[config.mk]
export PLATFORM = sky130hd
export DESIGN_NAME = decimal_shift_add_multiplier_flat
export DESIGN_NICKNAME = d
export VERILOG_FILES = /design/src/rtl/core/dsam_pkg.sv /design/src/rtl/core/dsam_req_if.sv /design/src/rtl/core/dsam_rsp_if.sv /design/src/rtl/core/dsam_bcd_adder.sv /design/src/rtl/core/decimal_shift_add_multiplier.sv /design/src/flat_wrapper.sv
export SDC_FILE = /design/constraint.sdc
export NUM_CORES = 1
export LEC_CHECK = 0
export CAP_MARGIN = 10
export CORE_UTILIZATION = 37
export CTS_CLUSTER_SIZE = 8
export DETAILED_ROUTE_END_ITERATION = 16
export DONT_BUFFER_PORTS = 1
export PLACE_DENSITY = 0.53
export RECOVER_POWER = 25
export SETUP_SLACK_MARGIN = 0.4
export SLEW_MARGIN = 20
export SYNTH_ARGS = -nofsm -noshare
export SYNTH_HDL_FRONTEND = slang
export SYNTH_SLANG_ARGS = --single-unit
[constraint.sdc]
create_clock -name clk -period 36.9 [get_ports clk]
set_input_delay 5.535 -clock clk [delete_from_list [all_inputs] [get_ports clk]]
set_output_delay 5.535 -clock clk [all_outputs]
set_load 0.02 [all_outputs]
[src/rtl/core/dsam_pkg.sv]
// ----------------------------------------------------------------------------
// dsam_pkg
// Shared constants for the decimal shift-add multiplier.
// ----------------------------------------------------------------------------
package dsam_pkg;

    // Default number of BCD digits per operand
    localparam int DIGITS_DEF = 11;

    // Width of one packed BCD digit
    localparam int DIGIT_W = 4;

    // Decimal radix and largest plain decimal digit
    localparam int BCD_BASE = 10;
    localparam int BCD_MAX  = 9;

    // Multiple held in the precomputed triple register
    localparam int TRIPLE_STEP = 3;

endpackage

[src/rtl/core/dsam_req_if.sv]
// ----------------------------------------------------------------------------
// dsam_req_if
// Request channel: multiplicand and multiplier beat with valid/ready.
// ----------------------------------------------------------------------------
interface dsam_req_if #(
    parameter int W = dsam_pkg::DIGITS_DEF * dsam_pkg::DIGIT_W
);
    logic         valid;
    logic         ready;
    logic [W-1:0] multiplicand;
    logic [W-1:0] multiplier;

    modport source (output valid, output multiplicand, output multiplier, input ready);
    modport sink   (input valid, input multiplicand, input multiplier, output ready);
endinterface

[src/rtl/core/dsam_rsp_if.sv]
// ----------------------------------------------------------------------------
// dsam_rsp_if
// Response channel: high and low product halves with valid/ready.
// ----------------------------------------------------------------------------
interface dsam_rsp_if #(
    parameter int W = dsam_pkg::DIGITS_DEF * dsam_pkg::DIGIT_W
);
    logic         valid;
    logic         ready;
    logic [W-1:0] product_high;
    logic [W-1:0] product_low;

    modport source (output valid, output product_high, output product_low, input ready);
    modport sink   (input valid, input product_high, input product_low, output ready);
endinterface

[src/rtl/core/dsam_bcd_adder.sv]
// ----------------------------------------------------------------------------
// dsam_bcd_adder
// Shared packed-BCD adder, ripple carry across digits, top carry dropped.
// ----------------------------------------------------------------------------
module dsam_bcd_adder #(
    parameter int NDIG = dsam_pkg::DIGITS_DEF + 1
) (
    input  logic [NDIG*dsam_pkg::DIGIT_W-1:0] a,
    input  logic [NDIG*dsam_pkg::DIGIT_W-1:0] b,
    output logic [NDIG*dsam_pkg::DIGIT_W-1:0] sum
);
    localparam int DW = dsam_pkg::DIGIT_W;

    logic [NDIG:0] carry;

    assign carry[0] = 1'b0;

    // One digit cell per position: correct by subtracting ten above nine
    for (genvar k = 0; k < NDIG; k++) begin : g_digit
        logic [DW:0] raw;
        logic [DW:0] adj;

        always_comb
        begin
            raw = {1'b0, a[k*DW +: DW]} + {1'b0, b[k*DW +: DW]} + {{DW{1'b0}}, carry[k]};
            adj = raw - (DW+1)'(dsam_pkg::BCD_BASE);
            if (raw > (DW+1)'(dsam_pkg::BCD_MAX))
            begin
                sum[k*DW +: DW] = adj[DW-1:0];
                carry[k+1]      = 1'b1;
            end
            else
            begin
                sum[k*DW +: DW] = raw[DW-1:0];
                carry[k+1]      = 1'b0;
            end
        end
    end
endmodule

[src/rtl/core/decimal_shift_add_multiplier.sv]
// ----------------------------------------------------------------------------
// decimal_shift_add_multiplier
// Sequence: accept in IDLE, add the multiplicand three times to form the triple, then per
//   multiplier digit d add the triple d/3 times and the multiplicand d%3 times, then shift
//   one digit right; the result then waits in DONE until it is taken.
// Throughput: one item at a time; every addition goes through one BCD adder.
// Reset: rst_n clears the sequencer to idle; data registers are not reset.
// ----------------------------------------------------------------------------
module decimal_shift_add_multiplier #(
    parameter int DIGITS = dsam_pkg::DIGITS_DEF
) (
    input  logic       clk,
    input  logic       rst_n,
    dsam_req_if.sink   req,
    dsam_rsp_if.source rsp
);
    localparam int NW     = dsam_pkg::DIGIT_W;
    localparam int DW     = DIGITS * NW;
    localparam int RW     = (DIGITS + 1) * NW;
    localparam int CNT_W  = $clog2(DIGITS);
    localparam int TADD_W = $clog2(dsam_pkg::TRIPLE_STEP);

    typedef enum logic [3:0] {
        S_IDLE   = 4'b0001,
        S_TRIPLE = 4'b0010,
        S_DIGIT  = 4'b0100,
        S_DONE   = 4'b1000
    } state_t;

    state_t            state_reg,  state_next;
    logic [TADD_W-1:0] tadd_reg,   tadd_next;
    logic [CNT_W-1:0]  digit_reg,  digit_next;

    logic [RW-1:0]     single_reg, single_next;
    logic [RW-1:0]     triple_reg, triple_next;
    logic [RW-1:0]     acc_reg,    acc_next;
    logic [DW-1:0]     mplr_reg,   mplr_next;
    logic [DW-1:0]     low_reg,    low_next;
    logic [NW-1:0]     dcnt_reg,   dcnt_next;

    logic [RW-1:0]     addend;
    logic [RW-1:0]     sum;
    logic              use_triple;

    // Pick the multiple for this addition
    assign use_triple = (state_reg == S_DIGIT) && (dcnt_reg >= NW'(dsam_pkg::TRIPLE_STEP));
    assign addend     = use_triple ? triple_reg : single_reg;

    dsam_bcd_adder #(
        .NDIG (DIGITS + 1)
    ) u_adder (
        .a   (acc_reg),
        .b   (addend),
        .sum (sum)
    );

    // Sequencer and datapath next values
    always_comb
    begin
        state_next  = state_reg;
        tadd_next   = tadd_reg;
        digit_next  = digit_reg;
        single_next = single_reg;
        triple_next = triple_reg;
        acc_next    = acc_reg;
        mplr_next   = mplr_reg;
        low_next    = low_reg;
        dcnt_next   = dcnt_reg;

        unique case (state_reg)
            S_IDLE:
            begin
                if (req.valid)
                begin
                    single_next = {{NW{1'b0}}, req.multiplicand};
                    mplr_next   = req.multiplier;
                    dcnt_next   = req.multiplier[NW-1:0];
                    acc_next    = '0;
                    tadd_next   = '0;
                    digit_next  = '0;
                    state_next  = S_TRIPLE;
                end
            end
            S_TRIPLE:
            begin
                // Add the multiplicand three times, then park the triple
                acc_next  = sum;
                tadd_next = tadd_reg + TADD_W'(1);
                if (tadd_reg == TADD_W'(dsam_pkg::TRIPLE_STEP - 1))
                begin
                    triple_next = sum;
                    acc_next    = '0;
                    state_next  = S_DIGIT;
                end
            end
            S_DIGIT:
            begin
                if (dcnt_reg != '0)
                begin
                    // Count the digit down by the multiple just added
                    acc_next  = sum;
                    dcnt_next = use_triple ? dcnt_reg - NW'(dsam_pkg::TRIPLE_STEP)
                                           : dcnt_reg - NW'(1);
                end
                else
                begin
                    // Shift one digit right, bottom digit into the low product
                    low_next   = {acc_reg[NW-1:0], low_reg[DW-1:NW]};
                    acc_next   = {{NW{1'b0}}, acc_reg[RW-1:NW]};
                    mplr_next  = {{NW{1'b0}}, mplr_reg[DW-1:NW]};
                    dcnt_next  = mplr_reg[2*NW-1:NW];
                    digit_next = digit_reg + CNT_W'(1);
                    if (digit_reg == CNT_W'(DIGITS - 1))
                    begin
                        state_next = S_DONE;
                    end
                end
            end
            S_DONE:
            begin
                if (rsp.ready)
                begin
                    state_next = S_IDLE;
                end
            end
            default:
            begin
                state_next = S_IDLE;
            end
        endcase
    end

    // Control registers
    always_ff @(posedge clk or negedge rst_n)
    begin
        if (!rst_n)
        begin
            state_reg <= S_IDLE;
            tadd_reg  <= '0;
            digit_reg <= '0;
        end
        else
        begin
            state_reg <= state_next;
            tadd_reg  <= tadd_next;
            digit_reg <= digit_next;
        end
    end

    // Data registers
    always_ff @(posedge clk)
    begin
        single_reg <= single_next;
        triple_reg <= triple_next;
        acc_reg    <= acc_next;
        mplr_reg   <= mplr_next;
        low_reg    <= low_next;
        dcnt_reg   <= dcnt_next;
    end

    // Drive the handshake and the held result
    assign req.ready        = (state_reg == S_IDLE);
    assign rsp.valid        = (state_reg == S_DONE);
    assign rsp.product_high = acc_reg[DW-1:0];
    assign rsp.product_low  = low_reg;
endmodule

[src/flat_wrapper.sv]
// flat-port wrapper written by rule: the top's interface ports become plain ports
module decimal_shift_add_multiplier_flat 
#(
    parameter int DIGITS = dsam_pkg::DIGITS_DEF
)
  (clk, rst_n, req_valid, req_multiplicand, req_multiplier, req_ready, rsp_valid, rsp_product_high, rsp_product_low, rsp_ready);
  dsam_req_if req_i ();
  dsam_rsp_if rsp_i ();
  input  logic clk;
  input  logic rst_n;
  input wire logic [$bits(req_i.valid)-1:0] req_valid;
  input wire logic [$bits(req_i.multiplicand)-1:0] req_multiplicand;
  input wire logic [$bits(req_i.multiplier)-1:0] req_multiplier;
  output wire logic [$bits(req_i.ready)-1:0] req_ready;
  output wire logic [$bits(rsp_i.valid)-1:0] rsp_valid;
  output wire logic [$bits(rsp_i.product_high)-1:0] rsp_product_high;
  output wire logic [$bits(rsp_i.product_low)-1:0] rsp_product_low;
  input wire logic [$bits(rsp_i.ready)-1:0] rsp_ready;
  assign req_i.valid = req_valid;
  assign req_i.multiplicand = req_multiplicand;
  assign req_i.multiplier = req_multiplier;
  assign req_ready = req_i.ready;
  assign rsp_valid = rsp_i.valid;
  assign rsp_product_high = rsp_i.product_high;
  assign rsp_product_low = rsp_i.product_low;
  assign rsp_i.ready = rsp_ready;
  decimal_shift_add_multiplier #(.DIGITS(DIGITS)) u_core (.clk(clk), .rst_n(rst_n), .req(req_i), .rsp(rsp_i));
endmodule
==> impl_metrics.yaml <==
floorplanning:
  io_pins: 182
  start_util: 0.378
  die_h_um: 187
  core_area_mm2: 0.0336
  dieArea_mm2: 0.0351
  die_x_um: 187
  rows: 67
drt:
  viasPerCell: 5.13
  antenna_left: 0
  drtPass1Iterations: 5
  num_vias: 7546
  wl_per_cell_um: 18.7
  initialDrtViolationCount: 424
  wl_mm: 27.5
  drc_errors: 0
grt:
  antenna_found_initial: 1
  grt_pass1_wl_mm: 43.6
  grtUsageTotal: 0.160
  overflow: 0
  grt_pass1_vias: 7667
  grt_max_degree: 68
clocking:
  worst_setup_hold_path_clk_slew_ps: 50
  clock_latency_ps: 530
  cts_tree: "built"
  cts_max_path_buffers: 3
  cts.sinks: 238
  h-tree-depth: 2
  cts-hold-fix-buffers: 0
  cts-root-buf: "clkbuf_16"
  cts-resized-gates: 0
  numCtsBuffers: 36
  post_cts_buffers: 0
placed_design:
  dp_hpwl_mm: 17.8
  dpl.cell_count: 1417
  io_buffers: 0
  place.gp.congestion: 0.828
sta:
  tightest_slew_ps: 3730
  timing.final.crit_period_ps: 20820
  slew_violations: 137
  whs_ps: 502
  relSlewSlack: -1.49
  setup_tns_ps: 0
  timing.final.crit_share: 0.564
  skew_ps: 20.0
  hold_viol: 0
  finalSetupViolCount: 0
  fmax_mhz: 48.0
  rsz0062_at_grt: "no"
setup_path:
  crit_top_cell: "fa_1"
  cp_data_arrival_time_ps: 21100
  end_kind: "flop"
  criticalPathCategory: "reg -> reg"
  worstPathMaxFanout: 19
  startpoint_type: "flop"
  required_ps: 37180
  max_stage_delay_ps: 1310
  cpMaxStageDelayCell: "nor2_1"
synthesis:
  yosysWarnings: 0
  seq_area_frac_synth: 0.559
  synth_seq_cells: 238
  synth_cells: 1039
  synthArstFlopShare: 0.0420
  synth-edff-count: 228
  ys.flop_type: "edfxtp_1"
  netlist_area_mm2: 0.0127
  synth_nets: 1210
  synthDistinctLibCells: 56
  syn_avg_cell_area_um2: 12.2
final_layout:
  area_growth_pct: 8.65
  nets: 1178
  drive_above_1_share: 0.0823
  instances_no_fill: 1470
  final_common_cell: "edfxtp_1"
  layout_common_cells: "edfxtp_1 (228), nand2_1 (167), inv_1 (59)"
flow_run:
  max_cap_violations: 3
outcome:
  violations: "max-capacitance violations, max-slew violations"
  status: "finished, violations left"
hold_path:
  worstHoldPathType: "reg -> reg"
[layout make-up]
| cell class | instances | area (um^2) |
|---|---|---|
| fill | 3103 | 19800 |
| multi-input combinational | 659 | 4850 |
| clock buffer | 49 | 950 |
| antenna | 1 | 2.50 |
| inverter | 61 | 230 |
| tap | 448 | 561 |
| clock inverter | 3 | 30.0 |
| timing repair buffer | 11 | 75.1 |
| sequential | 238 | 7100 |
[path summary, 6_finish.rpt]
kind / to / cells after the start / slack [ps] / from
setup / recovery: u_core.acc_reg[46] / 79 / 16080 / u_core.state_reg[1]
hold reg to reg: u_core.mplr_reg[32] / 2 / 500 / u_core.mplr_reg[36]
setup reg to reg: u_core.acc_reg[46] / 79 / 16080 / u_core.state_reg[1]
max in group asynchronous: u_core.state_reg[0] / 0 / 32030 / rst_n
hold / removal: u_core.mplr_reg[32] / 2 / 500 / u_core.mplr_reg[36]
min in group asynchronous: u_core.state_reg[3] / 0 / 4700 / rst_n
[logic make-up after synthesis]
logic type | count (synthesis) | share of synthesized area
compound gates | 191 | 0.106
xor+xnor | 34 | 0.0234
fa+ha+maj | 79 | 0.0914
buf+inv | 142 | 0.0593
flops | 238 | 0.559
mux | 60 | 0.0517
simple gates | 295 | 0.109
[Yosys cell counts (all sizes together) (2+ instances only)]
master   number  share of area
o211ai        3         0.0018
a2111o       10         0.0089
o32ai         6         0.0041
a31oi         2        0.00098
nand2       168          0.050
nor2         26         0.0083
xnor2        16          0.011
a211oi        5         0.0030
buf          56          0.034
a21o         17          0.010
o2bb2ai       5         0.0034
nand3b        3         0.0018
a21boi        6         0.0035
nand3        13         0.0051
and3          2        0.00098
o211a         2         0.0016
a32oi         2         0.0014
a22o         15          0.010
edfxtp      228           0.54
o21a          7         0.0041
fa           23          0.036
o311ai       19          0.013
nand4         9         0.0044
nand2b       22          0.011
a21oi        33          0.013
a32o          5         0.0039
mux2i        15          0.012
dfrtp         9          0.018
nor4b         4         0.0028
nor3          3         0.0012
o22ai         5         0.0025
and2         17         0.0084
xor2         18          0.012
mux2         45          0.040
o21ai        46          0.018
or3           4         0.0020
inv          61          0.018
nand4b        2         0.0014
nor2b        17         0.0084
ha           56          0.055
clkbuf       25         0.0075
[critical path: cells and delay by family, from the launching register on]
kind                     cells  cell delay (ps)
AO/OA/AOI/OAI               19             4190
XOR/XNOR                    12             3770
adder cells (fa/ha/maj)     20             6920
buffers and inverters        8              650
flip-flops                   1              510
multiplexers                 2              600
AND/OR/NAND/NOR             18             3890
[routing by layer]
layer,wire length [um],track usage,vias to the layer above
met5,0,0,-
met4,612,0.0517,0
met3,1850,0.0527,37
met2,12400,0.247,195
met1,12600,0.211,3639
li1,-,-,3675
[through the flow]
step           utilization  worst slack (ps)  cell area [um^2]
6_report             0.411             16080             13800
5_1_grt              0.411             14080             13800
4_1_cts              0.411             16830             13800
3_5_place_dp         0.382             16890             12800
3_3_place_gp         0.382             17520             12800
2_1_floorplan            -             18910             12700
Power is not shown: default switching activity piles up to over one toggle a cycle in this logic, so the estimate is an artifact.
